<file path="src/hdl/config_record_verifier_assert.svh">
// ----------------------------------------------------------------------------
// Assertion macros for config_record_verifier
// Concurrent checks on clk, disabled while arst_n is low. Empty in synthesis.
// ----------------------------------------------------------------------------
`ifndef CONFIG_RECORD_VERIFIER_ASSERT_SVH
`define CONFIG_RECORD_VERIFIER_ASSERT_SVH

`ifndef SYNTHESIS
// antecedent holds -> consequent holds in the same cycle
`define CRV_ASSERT_SAME(label, ante, cons) \
	label: assert property (@(posedge clk) disable iff (!arst_n) (ante) |-> (cons)) \
		else $error("crv assertion failed");
// antecedent holds -> consequent holds in the next cycle
`define CRV_ASSERT_NEXT(label, ante, cons) \
	label: assert property (@(posedge clk) disable iff (!arst_n) (ante) |=> (cons)) \
		else $error("crv assertion failed");
`else
`define CRV_ASSERT_SAME(label, ante, cons)
`define CRV_ASSERT_NEXT(label, ante, cons)
`endif

`endif

</file>
<file path="src/hdl/crv_pkg.sv">
// ----------------------------------------------------------------------------
// crv_pkg
// Shared types, codes and the byte-wide CRC-32 update for the record checker.
// ----------------------------------------------------------------------------
package crv_pkg;

	localparam int unsigned CfgIndexWidth = 1;
	localparam int unsigned CfgDataWidth  = 32;
	localparam int unsigned PosWidth      = 17;

	// register indexes
	localparam logic [CfgIndexWidth-1:0] CfgBlobLength = 1'd0;
	localparam logic [CfgIndexWidth-1:0] CfgMagicWord  = 1'd1;

	localparam logic [15:0] BlobLengthReset = 16'd1024;
	localparam logic [31:0] MagicWordReset  = 32'd1397902420;

	// verdict codes
	localparam logic [1:0] StatusValid     = 2'd0;
	localparam logic [1:0] StatusMagicBad  = 2'd1;
	localparam logic [1:0] StatusLengthBad = 2'd2;
	localparam logic [1:0] StatusCrcBad    = 2'd3;

	localparam logic [31:0] CrcPoly        = 32'hEDB8_8320;
	localparam int unsigned CrcBitsPerByte = 8;

	localparam logic [PosWidth-1:0] HeaderBytes = 17'd6;
	localparam logic [PosWidth-1:0] TailBytes   = 17'd4;

	typedef struct packed {
		logic        valid;
		logic [1:0]  status;
		logic [31:0] crc;
	} crv_result_t;

	// reflected CRC-32, one byte, eight bit steps unrolled
	function automatic logic [31:0] crc_byte(input logic [31:0] crc, input logic [7:0] data);
		logic [31:0] r;
		r = crc ^ {24'd0, data};
		for (int k = 0; k < CrcBitsPerByte; k++) begin
			r = (r >> 1) ^ (CrcPoly & {32{r[0]}});
		end
		return r;
	endfunction

endpackage

</file>
<file path="src/hdl/crv_core.sv">
// ----------------------------------------------------------------------------
// crv_core
// Record parse state and CRC register; one byte per step, verdict alongside.
// ----------------------------------------------------------------------------
`include "config_record_verifier_assert.svh"

module crv_core
	import crv_pkg::*;
(
	input  logic        clk,
	input  logic        arst_n,
	input  logic        step,
	input  logic [7:0]  data_byte,
	input  logic        first_byte,
	input  logic [15:0] blob_length,
	input  logic [31:0] magic_word,
	output crv_result_t result
);

	logic [PosWidth-1:0] pos_q, pos_e, pos_n;
	logic [31:0]         crc_q, crc_e, crc_n, crc_b, crc_fin;
	logic                mok_q, mok_e, mok_n;
	logic [7:0]          len_lo_q, len_lo_e, len_lo_n;
	logic [31:0]         shift_q, shift_e, shift_n;
	logic                vg_q, vg_e, vg_n;
	logic [PosWidth-1:0] blob_end, tail_last;
	logic [7:0]          want;

	assign blob_end  = {1'b0, blob_length} + HeaderBytes;
	assign tail_last = blob_end + TailBytes - 17'd1;

	always_comb begin
		// a first-byte mark restarts the record
		pos_e    = first_byte ? '0 : pos_q;
		crc_e    = first_byte ? '1 : crc_q;
		mok_e    = first_byte ? 1'b1 : mok_q;
		len_lo_e = first_byte ? '0 : len_lo_q;
		shift_e  = first_byte ? '0 : shift_q;
		vg_e     = first_byte ? 1'b0 : vg_q;

		pos_n    = pos_e;
		crc_n    = crc_e;
		mok_n    = mok_e;
		len_lo_n = len_lo_e;
		shift_n  = shift_e;
		vg_n     = vg_e;
		result   = '0;

		crc_b   = crc_byte(crc_e, data_byte);
		crc_fin = ~crc_e;
		want    = 8'(magic_word >> {pos_e[1:0], 3'b000});

		if (!vg_e) begin
			pos_n = pos_e + 17'd1;
			if (pos_e < 17'd4) begin
				mok_n = mok_e && (data_byte == want);
				crc_n = crc_b;
				if (pos_e == 17'd3 && !mok_n) begin
					result = '{valid: 1'b1, status: StatusMagicBad, crc: '0};
					vg_n   = 1'b1;
				end
			end else if (pos_e == 17'd4) begin
				len_lo_n = data_byte;
				crc_n    = crc_b;
			end else if (pos_e == 17'd5) begin
				crc_n = crc_b;
				if ({data_byte, len_lo_e} != blob_length) begin
					result = '{valid: 1'b1, status: StatusLengthBad, crc: '0};
					vg_n   = 1'b1;
				end
			end else if (pos_e < blob_end) begin
				crc_n = crc_b;
			end else begin
				// stored CRC is little-endian: shift in from the top
				shift_n = {data_byte, shift_e[31:8]};
				if (pos_e >= tail_last) begin
					result = '{valid: 1'b1,
						status: (crc_fin == shift_n) ? StatusValid : StatusCrcBad,
						crc: crc_fin};
					vg_n   = 1'b1;
				end
			end
		end
	end

	always_ff @(posedge clk or negedge arst_n) begin
		if (!arst_n) begin
			pos_q    <= '0;
			crc_q    <= '1;
			mok_q    <= 1'b1;
			len_lo_q <= '0;
			shift_q  <= '0;
			vg_q     <= 1'b1;
		end else if (step) begin
			pos_q    <= pos_n;
			crc_q    <= crc_n;
			mok_q    <= mok_n;
			len_lo_q <= len_lo_n;
			shift_q  <= shift_n;
			vg_q     <= vg_n;
		end
	end

	// a verdict closes the record until the next mark
	`CRV_ASSERT_NEXT(a_verdict_closes, step && result.valid, vg_q)
	// nothing is reported while idle without a mark
	`CRV_ASSERT_SAME(a_idle_silent, vg_q && !first_byte, !result.valid)
	// the position never runs past the last CRC byte of the longest record
	`CRV_ASSERT_SAME(a_pos_bound, !vg_q,
		pos_q <= {1'b0, 16'hFFFF} + HeaderBytes + TailBytes - 17'd1)

endmodule

</file>
<file path="src/hdl/config_record_verifier.sv">
// ----------------------------------------------------------------------------
// config_record_verifier
// Streams a stored settings record and gives one verdict per record.
// ----------------------------------------------------------------------------
// One byte is taken per transfer; the block sustains one byte every clock
// cycle unless out_stall holds a full result register, and returns a
// verdict via one input and one result register. Throughput is set by
// the CRC-32 update; its eight bit steps run combinationally between the two
// registers. A record is magic (4 bytes), little-endian length (2 bytes),
// blob, little-endian CRC-32. A byte with first_byte set starts a record;
// status 1 comes after the fourth byte on a magic mismatch, status 2 after
// the sixth on a length mismatch (computed_crc is zero for both), otherwise
// status 0 or 3 after the last CRC byte with the computed CRC. Bytes after a
// verdict are dropped until the next first_byte. Registers: index 0 is
// blob_length, index 1 is magic_word (first byte in bits 7..0); write them
// only while the block is idle.
// ----------------------------------------------------------------------------
`include "config_record_verifier_assert.svh"

module config_record_verifier
	import crv_pkg::*;
(
	input  logic                     clk,
	input  logic                     arst_n,
	// configuration writes
	input  logic                     cfg_we,
	input  logic [CfgIndexWidth-1:0] cfg_index,
	input  logic [CfgDataWidth-1:0]  cfg_data,
	// byte stream
	input  logic                     in_valid,
	output logic                     in_stall,
	input  logic [7:0]               data_byte,
	input  logic                     first_byte,
	// verdicts
	output logic                     out_valid,
	input  logic                     out_stall,
	output logic [1:0]               status,
	output logic [31:0]              computed_crc
);

	logic [15:0]  blob_length_q;
	logic [31:0]  magic_word_q;

	// input register stage
	logic         valid_s1;
	logic [7:0]   byte_s1;
	logic         first_s1;

	// result register
	logic         out_valid_q;
	logic [1:0]   status_q;
	logic [31:0]  crc_q;

	logic         res_free;
	logic         adv_s1;
	logic         in_take;
	crv_result_t  res;

	// Result register is free when empty or being taken this cycle.
	assign res_free = !out_valid_q || !out_stall;
	assign adv_s1   = valid_s1 && res_free;
	// Stage 1 can take a byte whenever it is empty or moving on.
	assign in_stall = valid_s1 && !res_free;
	assign in_take  = in_valid && !in_stall;

	// configuration registers
	always_ff @(posedge clk or negedge arst_n) begin
		if (!arst_n) begin
			blob_length_q <= BlobLengthReset;
			magic_word_q  <= MagicWordReset;
		end else if (cfg_we) begin
			case (cfg_index)
				CfgBlobLength: blob_length_q <= cfg_data[15:0];
				CfgMagicWord:  magic_word_q  <= cfg_data;
				default: ;
			endcase
		end
	end

	// input register
	always_ff @(posedge clk or negedge arst_n) begin
		if (!arst_n) begin
			valid_s1 <= 1'b0;
		end else if (in_take) begin
			valid_s1 <= 1'b1;
		end else if (adv_s1) begin
			valid_s1 <= 1'b0;
		end
	end

	always_ff @(posedge clk) begin
		if (in_take) begin
			byte_s1  <= data_byte;
			first_s1 <= first_byte;
		end
	end

	// parse state, CRC and verdict logic
	crv_core u_core (
		.clk         (clk),
		.arst_n      (arst_n),
		.step        (adv_s1),
		.data_byte   (byte_s1),
		.first_byte  (first_s1),
		.blob_length (blob_length_q),
		.magic_word  (magic_word_q),
		.result      (res)
	);

	// result register: loads a verdict, clears once its transfer completes
	always_ff @(posedge clk or negedge arst_n) begin
		if (!arst_n) begin
			out_valid_q <= 1'b0;
		end else if (res_free) begin
			out_valid_q <= adv_s1 && res.valid;
		end
	end

	always_ff @(posedge clk) begin
		if (adv_s1 && res.valid) begin
			status_q <= res.status;
			crc_q    <= res.crc;
		end
	end

	assign out_valid    = out_valid_q;
	assign status       = status_q;
	assign computed_crc = crc_q;

	// early failures carry a zero CRC
	`CRV_ASSERT_SAME(a_early_zero_crc,
		out_valid && (status == StatusMagicBad || status == StatusLengthBad),
		computed_crc == 32'd0)
	// a verdict from stage 1 always lands in the result register
	`CRV_ASSERT_NEXT(a_verdict_lands, adv_s1 && res.valid, out_valid)
	// a new verdict only follows a byte held in stage 1
	`CRV_ASSERT_SAME(a_verdict_source, $rose(out_valid_q), $past(valid_s1))

endmodule
</file>
<file path="config.mk">
export PLATFORM = sky130hd
export DESIGN_NAME = config_record_verifier
export DESIGN_NICKNAME = d
export VERILOG_FILES = /design/src/hdl/crv_pkg.sv /design/src/hdl/crv_core.sv /design/src/hdl/config_record_verifier.sv
export VERILOG_INCLUDE_DIRS = /design/src /design/src/hdl
export SDC_FILE = /design/constraint.sdc
export NUM_CORES = 1
export LEC_CHECK = 0
export BUFFER_PORTS_ARGS = -buffer_cell sky130_fd_sc_hd__buf_4
export CAP_MARGIN = 0
export CORE_MARGIN = 2
export CORE_UTILIZATION = 45
export CTS_BUF_LIST = sky130_fd_sc_hd__clkbuf_4
export CTS_CLUSTER_SIZE = 30
export DETAILED_ROUTE_END_ITERATION = 10
export PLACE_DENSITY = 0.68
export SYNTH_ARGS = -nofsm -noshare
export SYNTH_HDL_FRONTEND = slang
export SYNTH_SLANG_ARGS = --single-unit
export TNS_END_PERCENT = 100
</file>
<file path="constraint.sdc">
create_clock -name clk -period 13.6 [get_ports clk]
set_clock_uncertainty 0.1 [all_clocks]
set_input_delay 1.36 -clock clk [delete_from_list [all_inputs] [get_ports clk]]
set_output_delay 1.36 -clock clk [all_outputs]
set_load 0.005 [all_outputs]
</file>
==> flow_summary_export.csv, run 1 <==
group,metric,value,unit
die,placeableCoreArea,23400,sq um
cts,holdBufCountCts,0,
synth,number_of_nets_produced_by_synthesis,1136,
timing,timing.max_slew.rel_slack,27.1,%
critical_path,critical_path_start_end_classification,"reg2reg",
placement,port_buffers,82,
die,floorplan.initialDensity,45.7,%
cts,worst_setup_hold_path_clk_slew,0.16,ns
die,ios,83,
routing,drt_iter0_markers,791,
timing,slew_at_the_pin_closest_to_its_max_slew_limit,1.09,ns
flow_run,cap_viol_max_count,0,
placement,detailed_placement_wirelength_estimate,19100,um
cts,tritoncts,"yes",
grt,grt_antenna_before_repair,1,
critical_path,worst_setup_path_end_kind,"register",
synth,async_sr_flop_fraction,75.6,%
grt,globalRouteOverflowTotal,0,
pwr,seq_power_share,47.1,%
pwr,power.share.clock,16.1,%
timing,setup_viol,0,
timing,report.final.slew_viol_count,0,
die,rows,56,
timing,layout_setup_ws,7.96,ns
synth,synth.avg_cell_area,10.2,sq um
synth,synthMostInstantiatedCell,"sky130_fd_sc_hd__nor2_1",
die,die_area,25000,sq um
cts,cts_root_buffer,"sky130_fd_sc_hd__clkbuf_4",
synth,synth_enable_flop_cells,43,
routing,detail_route.wirelength,26400,um
run_status,outcome,"finished, final reports clean",
synth,post-synth-top-area-cell,"sky130_fd_sc_hd__dfrtp_1",
grt,grt_pass1_wl,42500,um
cts,post_cts_resized,0,
synth,synthTopCellsByArea,"sky130_fd_sc_hd__dfrtp_1 (20%), sky130_fd_sc_hd__edfxtp_1 (12%), sky130_fd_sc_hd__dfstp_2 (12%), sky130_fd_sc_hd__xnor2_1 (6.4%), sky130_fd_sc_hd__xor2_1 (4.8%)",
synth,postSynthCellCount,1049,
cts,cts.repair_timing.setup_buffer_count,0,
cts,clock_latency,0.60,ns
placement,placement.setup.worst_slack,7.96,ns
pwr,power.switching,733,uW
pwr,worst_ir_drop_vdd,0.0786,mV
synth,post_synth_instance_area,10700,sq um
cts,numCtsBuffers,17,
pwr,total_leakage_power,4.71,nW
routing,num_vias,8202,
critical_path,worstPathArrival,5.77,ns
synth,yosys_register_bits,176,
routing,drtPass1Iterations,5,
routing,via_to_cell_ratio,5.74,
grt,via_count_of_the_first_global_routing_pass,7749,
pwr,internal_power,1.09,mW
synth,dominantRegCellSynth,"sky130_fd_sc_hd__dfrtp_1",
timing,finalCritPeriodShare,41.5,%
finish,area_growth,10.3,%
timing,final_report_hold_violation_count,0,
synth,ys_warn_count,0,
timing,setup_tns,0,ns
cts,clock_tree.htree_level_count,4,
timing,timing.final.crit_period,5.64,ns
routing,drt_drc_violations_left,0,
synth,yosys.cell_types.count,75,
critical_path,setup.worst_path.start_class,"register",
hold_path,worstHoldPathType,"reg2reg",
finish,layout_cells_sized_above_1,21.6,%
synth,synth-seq-area-share,43.8,%
critical_path,critical_path.max_fanout,34,
grt,globalRouteTotalUtil,22.0,%
die,die_extent_in_x,158,um
die,chipHeight,158,um
placement,gp_routability_congestion,0.882,
synth,synth_top_area_share,19.9,%
cts,clock_sinks,176,
pwr,switching_share,40.3,%
critical_path,worst_ep_required_time,13.74,ns
timing,rsz0062_at_grt,"false",
cts,maximum_number_of_buffers_from_clock_root_to_sink,2,
pwr,power.density_cell_area,154,nW/um^2
pwr,p_comb_share,36.8,%
routing,routedWlPerCell,18.5,um
grt,largest_net_degree_at_the_start_of_global_routing,55,
routing,detail-route-antenna-nets,0,
timing,timing.fmax,177,MHz
finish,finish.net_count,1183,
synth,yosys-top-cells-count,"sky130_fd_sc_hd__nor2_1 (91), sky130_fd_sc_hd__dfrtp_1 (85), sky130_fd_sc_hd__nand2_1 (85)",
[critical path: stages (launching register included)]
cell and delay, ns:
sky130_fd_sc_hd__dfrtp_1 0.57, sky130_fd_sc_hd__inv_1 0.11, sky130_fd_sc_hd__ha_1 0.30, sky130_fd_sc_hd__or4b_1 0.49
sky130_fd_sc_hd__o22ai_1 0.16, sky130_fd_sc_hd__o2bb2ai_1 0.18, sky130_fd_sc_hd__nand3b_1 0.18, sky130_fd_sc_hd__nor4_2 0.42
sky130_fd_sc_hd__nand4b_1 0.18, sky130_fd_sc_hd__xnor2_1 0.17, sky130_fd_sc_hd__ha_1 0.30, sky130_fd_sc_hd__nand4_1 0.12
sky130_fd_sc_hd__nor4_1 0.30, sky130_fd_sc_hd__a31oi_1 0.12, sky130_fd_sc_hd__a2bb2oi_1 0.38, sky130_fd_sc_hd__o21ai_0 0.27
sky130_fd_sc_hd__a21oi_4 0.90
[final timing paths]
check | startpoint | to | slack [ns] | cells past startpoint
worst max register to register | blob_length_q[1]$_DFFE_PN0P_ | computed_crc[6]$_SDFFCE_PP0P_ | 7.96 | 16
worst min register to register | u_core.mok_q$_DFFE_PN1P_ | u_core.mok_q$_DFFE_PN1P_ | 0.40 | 2
min in group asynchronous | arst_n | u_core.shift_q[23]$_DFFE_PN0P_ | 0.60 | 1
worst min-delay path | u_core.mok_q$_DFFE_PN1P_ | u_core.mok_q$_DFFE_PN1P_ | 0.40 | 2
worst max-delay path | blob_length_q[1]$_DFFE_PN0P_ | computed_crc[6]$_SDFFCE_PP0P_ | 7.96 | 16
max in group asynchronous | arst_n | blob_length_q[1]$_DFFE_PN0P_ | 11.77 | 2
[layout make-up]
cell class,count,area (sq um)
fill,2174,11600
multi-input combinational,781,5640
sequential,176,4680
timing repair buffer,93,698
tap,319,399
clock inverter,15,149
clock buffer,17,128
inverter,27,101
antenna,1,2.50
[kinds of logic after synthesis]
kind of cell | after synthesis | synth area share (%)
compound gates | 235 | 15.6
xor+xnor | 144 | 12.3
fa+ha+maj | 40 | 4.68
buf+inv | 92 | 3.65
flops | 176 | 43.8
mux | 59 | 6.05
simple gates | 303 | 13.9
[layout by cell type, fill, tap and decap left out, types with 5 or more instances in the layout]
cell type,synthesis,layout
sky130_fd_sc_hd__o211ai_1,10,10
sky130_fd_sc_hd__nand4_1,13,13
sky130_fd_sc_hd__nor2b_1,17,17
sky130_fd_sc_hd__buf_4,4,93
sky130_fd_sc_hd__a22o_1,33,33
sky130_fd_sc_hd__o21ai_0,59,58
sky130_fd_sc_hd__dfrtp_1,85,85
sky130_fd_sc_hd__and3_1,10,10
sky130_fd_sc_hd__a2111oi_0,6,6
sky130_fd_sc_hd__nand2b_1,9,9
sky130_fd_sc_hd__mux2_2,45,45
sky130_fd_sc_hd__and2_1,5,5
sky130_fd_sc_hd__edfxtp_1,43,43
sky130_fd_sc_hd__a21oi_1,31,30
sky130_fd_sc_hd__o32a_1,10,10
sky130_fd_sc_hd__mux2i_1,14,14
sky130_fd_sc_hd__o21a_1,6,6
sky130_fd_sc_hd__o2111ai_1,9,9
sky130_fd_sc_hd__o221a_2,6,6
sky130_fd_sc_hd__o22ai_1,11,11
sky130_fd_sc_hd__xor2_1,59,59
sky130_fd_sc_hd__clkbuf_4,0,17
sky130_fd_sc_hd__o31ai_1,5,5
sky130_fd_sc_hd__xnor2_2,6,6
sky130_fd_sc_hd__ha_1,40,40
sky130_fd_sc_hd__inv_1,25,25
sky130_fd_sc_hd__nor4_1,11,11
sky130_fd_sc_hd__nor3_1,12,12
sky130_fd_sc_hd__nor2_1,91,91
sky130_fd_sc_hd__a31oi_1,7,7
sky130_fd_sc_hd__xnor2_1,78,78
sky130_fd_sc_hd__dfstp_2,48,48
sky130_fd_sc_hd__nand2_1,85,85
sky130_fd_sc_hd__nand3_1,20,20
sky130_fd_sc_hd__nor4bb_1,5,5
[metal layers]
| metal | GRT usage, % | wire length (um) | up-vias |
|---|---|---|---|
| li1 | - | - | 3900 |
| met1 | 33.6 | 12800 | 3985 |
| met2 | 31.4 | 11500 | 279 |
| met3 | 4.00 | 1650 | 38 |
| met4 | 6.74 | 430 | 0 |
| met5 | 0 | 0 | - |
[power groups by stage]
stage / Combinational (mW) / Sequential [mW] / Clock (mW)
2_1_floorplan: 0.595 / 0.748 / 0
3_3_place_gp: 0.657 / 0.857 / 0
3_5_place_dp: 0.668 / 0.859 / 0
4_1_cts: 0.672 / 0.848 / 0.301
5_1_grt: 0.748 / 0.867 / 0.320
6_report: 0.670 / 0.857 / 0.294
[stage by stage]
stage / hold WS [ns] / instances / power (mW) / instance area (sq um) / utilization [%]
finish: 0.404 / 1429 / 1.82 / 11800 / 50.4
global route: 0.442 / 1429 / 1.94 / 11800 / 50.4
CTS: 0.399 / 1428 / 1.82 / 11800 / 50.4
detailed placement: 0.379 / 1396 / 1.53 / 11500 / 49.2
global placement: 0.370 / 1396 / 1.51 / 11500 / 49.2
floorplan: 0.358 / 1049 / 1.34 / 10700 / -
[state kept, by name (all words and copies together), names as in the netlist]
signal and count:
u_core.vg_q 1, magic_word_q 32, computed_crc 32, out_valid 1
status 2, u_core.crc_q 32, valid_s1 1, u_core.pos_q 17
blob_length_q 16, u_core.len_lo_q 8, byte_s1 8, first_s1 1
u_core.shift_q 24, u_core.mok_q 1
Note: power is estimated with default switching activity, not from simulation.
==> inputs of run 2 (changes only) <==
==> constraint.sdc (replaced) <==
create_clock -name clk -period 5.55 [get_ports clk]
set_clock_uncertainty 0.1 [all_clocks]
set_input_delay 0.555 -clock clk [delete_from_list [all_inputs] [get_ports clk]]
set_output_delay 0.555 -clock clk [all_outputs]
set_load 0.005 [all_outputs]
==> run 2 against run 1 <==
- core utilization rose by 0.53 points
- count of clock-buffer cells in the layout rose by 1
- via count rose by 0.50%
- global-route usage fell by 0.076 points
- final area rose by 1.1%
- cell count rose by 0.77%
- highest routed layer unchanged
==> flow_summary_export.csv, run 2 (synthesis gave the netlist of run 1 again) <==
group,metric,value,unit
run_status,outcome,"finished, final reports clean",
cts,clock_latency,0.61,ns
critical_path,crit-reg2reg-launch,"blob_length_q[1]$_DFFE_PN0P_",
placement,detailed_place.area,11500,sq um
critical_path,crit_path_cell_trace,"inv_1, ha_1, or4b_1, o22ai_1, o2bb2ai_1, nand2_1, nor4b_2, nand4b_1, and2_1, ha_1, nand4_1, nor4_1, a31oi_1, a2bb2oi_1, o21ai_0, a21oi_4, buf_12",
cts,numCtsBuffers,17,
cts,cts.repair_timing.setup_buffer_count,0,
critical_path,setup.worst_path.start_class,"register",
cts,clock_sinks,176,
critical_path,worst_setup_path_end_kind,"register",
timing,slew_at_the_pin_closest_to_its_max_slew_limit,0.908,ns
critical_path,worstPathArrival,5.30,ns
finish,layout_commonest_cell,"sky130_fd_sc_hd__buf_4",
die,chipHeight,158,um
die,placeableCoreArea,23400,sq um
die,die_extent_in_x,158,um
routing,drtPass1Iterations,5,
critical_path,r2r_cells,17,
critical_path,worst_ep_required_time,5.76,ns
grt,via_count_of_the_first_global_routing_pass,7609,
routing,detail-route-antenna-nets,0,
timing,finalCritPeriodShare,91.7,%
routing,detail_route.wirelength,26600,um
timing,timing.max_slew.rel_slack,37.9,%
cts,cts_root_buffer,"sky130_fd_sc_hd__clkbuf_4",
routing,drt_drc_violations_left,0,
critical_path,slowest_delay,0.57,ns
pwr,total_power,4.51,mW
timing,setup_viol,0,
finish,layout_cells_sized_above_1,21.6,%
timing,rsz0062_at_grt,"false",
critical_path,critical_path.max_fanout,34,
finish,fillerInstances,2166,
critical_path,critical_path_start_end_classification,"reg2reg",
timing,timing.fmax,197,MHz
cts,maximum_number_of_buffers_from_clock_root_to_sink,2,
placement,gp_routability_congestion,0.864,
die,rows,56,
grt,globalRouteTotalUtil,21.9,%
cts,clock_tree.htree_level_count,4,
timing,final_report_hold_violation_count,0,
routing,routedWlPerCell,18.4,um
grt,grt_pass1_wl,42100,um
pwr,worst_ir_drop_vdd,0.169,mV
routing,via_to_cell_ratio,5.72,
grt,largest_net_degree_at_the_start_of_global_routing,84,
finish,multiInputGateArea,5640,sq um
grt,grt_antenna_before_repair,1,
die,floorplan.initialDensity,45.7,%
pwr,total_leakage_power,4.76,nW
finish,layout.cells.most_common_list,"sky130_fd_sc_hd__buf_4 (94), sky130_fd_sc_hd__nor2_1 (91), sky130_fd_sc_hd__nand2_1 (85), sky130_fd_sc_hd__dfrtp_1 (85), sky130_fd_sc_hd__xnor2_1 (78)",
grt,globalRouteOverflowTotal,0,
hold_path,hold_path_depth,1,
hold_path,whs_endpoint,"byte_s1[2]$_DFFE_PP_",
cts,worst_setup_hold_path_clk_slew,0.15,ns
die,ios,83,
timing,setup_tns,0,ns
finish,area_growth,11.5,%
routing,drt_iter0_markers,792,
routing,num_vias,8243,
pwr,power.density_cell_area,378,nW/um^2
timing,report.final.slew_viol_count,0,
cts,tritoncts,"yes",
placement,detailed_placement_wirelength_estimate,19300,um
hold_path,hp-start,"data_byte[2]",
die,die_area,25000,sq um
timing,layout_setup_ws,0.462,ns
finish,design_area,11900,sq um
flow_run,cap_viol_max_count,0,
finish,final_util,50.9,%
hold_path,worstHoldPathType,"in2reg",
finish,regArea,4680,sq um
placement,port_buffers,82,
placement,placement.setup.worst_slack,0.496,ns
critical_path,r2r_setup_slack,0.46,ns
critical_path,critical-path-slowest-cell,"sky130_fd_sc_hd__dfrtp_1",
critical_path,worst_r2r_endpoint,"computed_crc[9]$_SDFFCE_PP0P_",
finish,finish.net_count,1194,
critical_path,cp_common_cell,"sky130_fd_sc_hd__ha_1",
timing,timing.final.crit_period,5.09,ns
[run 2: cell count changes in the layout (fill, tap and decap cells not counted)]
cell,previous run,this run
sky130_fd_sc_hd__buf_12,0,1
sky130_fd_sc_hd__inv_6,4,3
sky130_fd_sc_hd__clkbuf_4,17,18
sky130_fd_sc_hd__dlygate4sd3_1,0,9
sky130_fd_sc_hd__bufinv_16,0,1
sky130_fd_sc_hd__clkinv_4,3,0
sky130_fd_sc_hd__buf_4,93,94
sky130_fd_sc_hd__inv_8,2,4
sky130_fd_sc_hd__clkinvlp_4,1,3
sky130_fd_sc_hd__clkinv_8,3,1
[run 2: metrics by stage]
| step | hold slack (ns) | cells |
|---|---|---|
| final | 0.0308 | 1440 |
| after global routing | 0.00218 | 1440 |
| after CTS | 0.00260 | 1438 |
| after detailed placement | 0.389 | 1398 |
| after global placement | 0.371 | 1398 |
| after floorplan | 0.159 | 1049 |
[run 2: worst max-delay path by stage]
stage                                      start                        endpoint  slack [ns]  cells past startpoint
floorplan           blob_length_q[1]$_DFFE_PN0P_   computed_crc[0]$_SDFFCE_PP0P_        0.36                     17
detailed placement  blob_length_q[1]$_DFFE_PN0P_  computed_crc[18]$_SDFFCE_PP0P_        0.50                     17
global placement    blob_length_q[1]$_DFFE_PN0P_  computed_crc[10]$_SDFFCE_PP0P_        0.60                     17
global route        blob_length_q[1]$_DFFE_PN0P_  computed_crc[13]$_SDFFCE_PP0P_        0.08                     17
finish              blob_length_q[1]$_DFFE_PN0P_   computed_crc[9]$_SDFFCE_PP0P_        0.46                     17
CTS                 blob_length_q[1]$_DFFE_PN0P_         status[1]$_SDFFCE_PP0P_        0.49                     17
[run 2: timing repair]
action                    4_1_cts  5_1_grt
gates resized for setup         0        0
hold buffers                    8        1
hold endpoints to repair       32        1
[run 2: power breakdown]
group	internal, mW	leakage [nW]	switching, mW	total [mW]
logic	0.832	2.63	0.845	1.68
registers	1.65	1.98	0.438	2.08
clock network	0.244	0.148	0.501	0.745
total	2.72	4.76	1.78	4.51
[run 2: cell type report]
class / instances / share of cell area (%)
timing repair buffer: 104 / 6.84
inverter: 27 / 0.850
antenna: 1 / 0.0210
tap: 319 / 3.35
clock buffer: 18 / 1.13
multi-input combinational: 781 / 47.3
sequential: 176 / 39.2
clock inverter: 14 / 1.25
[run 2: worst max-delay path: cells and delay by family, from the launching register on]
kind                       cells  cell delay, ns
AOI/OAI and AO/OA              6            1.31
DFF                            1            0.57
and+or+nand+nor                7            1.90
buffers and inverters          2            0.32
adders and majority gates      2            0.58
[run 2: routing by layer]
layer	part of all wire [%]	routed length, um	vias to the layer above	GRT usage, %
met4	0.98	261	0	4.50
met3	5.9	1580	22	3.48
met1	48	12800	4040	33.1
li1	-	-	3939	-
met2	45	11900	242	33.2
met5	0	0	-	0
==> inputs of run 3 (changes only) <==
--- a/config.mk
+++ b/config.mk
@@ -13,7 +13,7 @@
 export CTS_BUF_LIST = sky130_fd_sc_hd__clkbuf_4
 export CTS_CLUSTER_SIZE = 30
 export DETAILED_ROUTE_END_ITERATION = 10
-export PLACE_DENSITY = 0.68
+export PLACE_DENSITY = 0.73
 export SYNTH_ARGS = -nofsm -noshare
 export SYNTH_HDL_FRONTEND = slang
 export SYNTH_SLANG_ARGS = --single-unit
==> run 3 against run 2 <==
- wire length decreased by 0.25%
- fmax decreased by 2.1%
- highest routed layer unchanged
- total power decreased by 0.44%
- register-to-register slack got worse by 0.11 ns
==> flow_summary_export.csv, run 3 (synthesis gave the netlist of run 1 again) <==
group,metric,value,unit
timing,rsz0062_at_grt,"false",
critical_path,critical_path_start_end_classification,"reg2reg",
grt,via_count_of_the_first_global_routing_pass,7934,
critical_path,setup.worst_path.start_class,"register",
die,floorplan.initialDensity,45.7,%
grt,globalRouteOverflowTotal,0,
grt,globalRouteTotalUtil,22.0,%
finish,finish.net_count,1195,
critical_path,critical_path.max_fanout,34,
critical_path,worstSetupPathDepth,17,
finish,layout_cells_sized_above_1,21.8,%
cts,worst_setup_hold_path_clk_slew,0.15,ns
placement,placement.setup.worst_slack,0.360,ns
critical_path,worstPathArrival,5.39,ns
critical_path,worst_setup_path_end_kind,"register",
die,chipHeight,158,um
timing,final_report_hold_violation_count,0,
cts,tritoncts,"yes",
placement,port_buffers,82,
cts,cts.repair_timing.setup_buffer_count,0,
finish,design_area,11900,sq um
finish,layout.cells.most_common_list,"sky130_fd_sc_hd__buf_4 (93), sky130_fd_sc_hd__nor2_1 (91), sky130_fd_sc_hd__nand2_1 (85), sky130_fd_sc_hd__dfrtp_1 (85), sky130_fd_sc_hd__xnor2_1 (78)",
die,ios,83,
routing,drt_drc_violations_left,0,
finish,area_growth,11.7,%
placement,detailed_placement_wirelength_estimate,19100,um
cts,cts_root_buffer,"sky130_fd_sc_hd__clkbuf_4",
finish,fillerInstances,2169,
timing,report.final.slew_viol_count,0,
timing,setup_viol,0,
routing,drtPass1Iterations,6,
pwr,total_leakage_power,4.76,nW
critical_path,worstSetupEndpoint,"computed_crc[1]$_SDFFCE_PP0P_",
critical_path,worstSetupStartpoint,"blob_length_q[1]$_DFFE_PN0P_",
finish,regArea,4680,sq um
pwr,power.share.clock,16.2,%
die,die_area,25000,sq um
critical_path,crit_path_cell_trace,"inv_1, ha_1, or4b_1, o22ai_1, o2bb2ai_1, nand3b_1, nor4_2, nand4b_1, xnor2_1, ha_1, nand4_1, nor4_1, a31oi_1, a2bb2oi_1, o21ai_0, a21oi_4, buf_6",
critical_path,r2r_setup_slack,0.35,ns
critical_path,cp_common_cell,"sky130_fd_sc_hd__ha_1",
critical_path,crit-reg2reg-launch,"blob_length_q[1]$_DFFE_PN0P_",
finish,layout_commonest_cell,"sky130_fd_sc_hd__buf_4",
pwr,p_comb_share,37.6,%
routing,detail-route-antenna-nets,0,
grt,grt_antenna_before_repair,1,
routing,via_to_cell_ratio,5.77,
cts,clock_sinks,176,
critical_path,worst_r2r_endpoint,"computed_crc[1]$_SDFFCE_PP0P_",
hold_path,worstHoldPathType,"in2reg",
die,rows,56,
critical_path,slowest_delay,0.56,ns
timing,layout_setup_ws,0.351,ns
timing,timing.max_slew.rel_slack,34.7,%
pwr,internal_power,2.68,mW
pwr,power.density_cell_area,376,nW/um^2
cts,clock_latency,0.61,ns
routing,detail_route.wirelength,26500,um
timing,timing.fmax,192,MHz
cts,numCtsBuffers,17,
pwr,worst_ir_drop_vdd,0.196,mV
run_status,outcome,"finished, final reports clean",
pwr,seq_power_share,46.2,%
cts,maximum_number_of_buffers_from_clock_root_to_sink,2,
routing,num_vias,8314,
cts,clock_tree.htree_level_count,4,
pwr,switching_share,40.2,%
timing,finalCritPeriodShare,93.7,%
die,placeableCoreArea,23400,sq um
finish,multiInputGateArea,5650,sq um
flow_run,cap_viol_max_count,0,
die,die_extent_in_x,158,um
timing,setup_tns,0,ns
timing,timing.final.crit_period,5.20,ns
routing,drt_iter0_markers,787,
grt,grt_pass1_wl,42800,um
critical_path,critPathTopFamily,"simple AND/OR/NAND/NOR gates",
timing,slew_at_the_pin_closest_to_its_max_slew_limit,0.979,ns
pwr,power.switching,1.80,mW
critical_path,worst-path-buf-inv,2,
placement,gp_routability_congestion,0.866,
critical_path,critical-path-slowest-cell,"sky130_fd_sc_hd__dfrtp_1",
hold_path,hp-start,"in_valid",
critical_path,r2r_cells,17,
critical_path,worst_ep_required_time,5.74,ns
grt,largest_net_degree_at_the_start_of_global_routing,80,
routing,routedWlPerCell,18.4,um
placement,detailed_place.area,11500,sq um
[run 3: changes by cell type in the layout (fill, tap and decap cells not counted), sizes merged]
| cell | change |
|---|---|
| bufinv | -1 |
| clkinv | +2 |
| dlygate4sd3 | +1 |
| inv | -1 |
[run 3: worst min path at each step]
stage | to | slack [ns] | cells past startpoint
floorplan | blob_length_q[0]$_DFFE_PN0P_ | 0.16 | 0
CTS | byte_s1[3]$_DFFE_PP_ | 0.001 | 1
global placement | u_core.mok_q$_DFFE_PN1P_ | 0.37 | 2
global route | valid_s1$_DFFE_PN0P_ | 0.001 | 2
finish | valid_s1$_DFFE_PN0P_ | 0.04 | 2
detailed placement | u_core.mok_q$_DFFE_PN1P_ | 0.37 | 2
[run 3: final cells by class]
type                            count  area share, %
Inverter                           27          0.849
Multi-Input combinational cell    781           47.3
Antenna cell                        1         0.0210
Timing Repair Buffer              105           6.95
Clock inverter                     14           1.23
Sequential cell                   176           39.2
Tap cell                          319           3.34
Clock buffer                       18           1.13
[run 3: power by group through the flow]
stage / clock network [mW] / logic (mW) / registers [mW]
2_1_floorplan: 0 / 1.46 / 1.83
3_3_place_gp: 0 / 1.63 / 2.07
3_5_place_dp: 0 / 1.67 / 2.08
4_1_cts: 0.742 / 1.68 / 2.06
5_1_grt: 0.785 / 1.88 / 2.10
6_report: 0.727 / 1.69 / 2.07
[run 3: what timing repair did]
item / in CTS / in global routing
resized for setup: 0 / 2
hold buffers: 9 / 1
endpoints found under the hold margin: 30 / 1
setup endpoints to repair: 0 / 34
[run 3: per-stage QoR]
| step | total power [mW] | hold WS, ns | std cells | utilization, % |
|---|---|---|---|---|
| 2_1_floorplan | 3.29 | 0.159 | 1049 | - |
| 3_3_place_gp | 3.70 | 0.371 | 1398 | 49.3 |
| 3_5_place_dp | 3.75 | 0.372 | 1398 | 49.3 |
| 4_1_cts | 4.48 | 0.00107 | 1439 | 50.9 |
| 5_1_grt | 4.77 | 0.000979 | 1441 | 51.0 |
| 6_report | 4.49 | 0.0387 | 1441 | 51.0 |
[run 3: routing by layer]
metal | GRT usage, % | up-vias | wire (um)
met5 | 0 | - | 0
met3 | 4.35 | 32 | 1680
met1 | 32.2 | 4064 | 12500
met4 | 5.75 | 0 | 363
met2 | 33.5 | 289 | 11900
li1 | - | 3929 | -
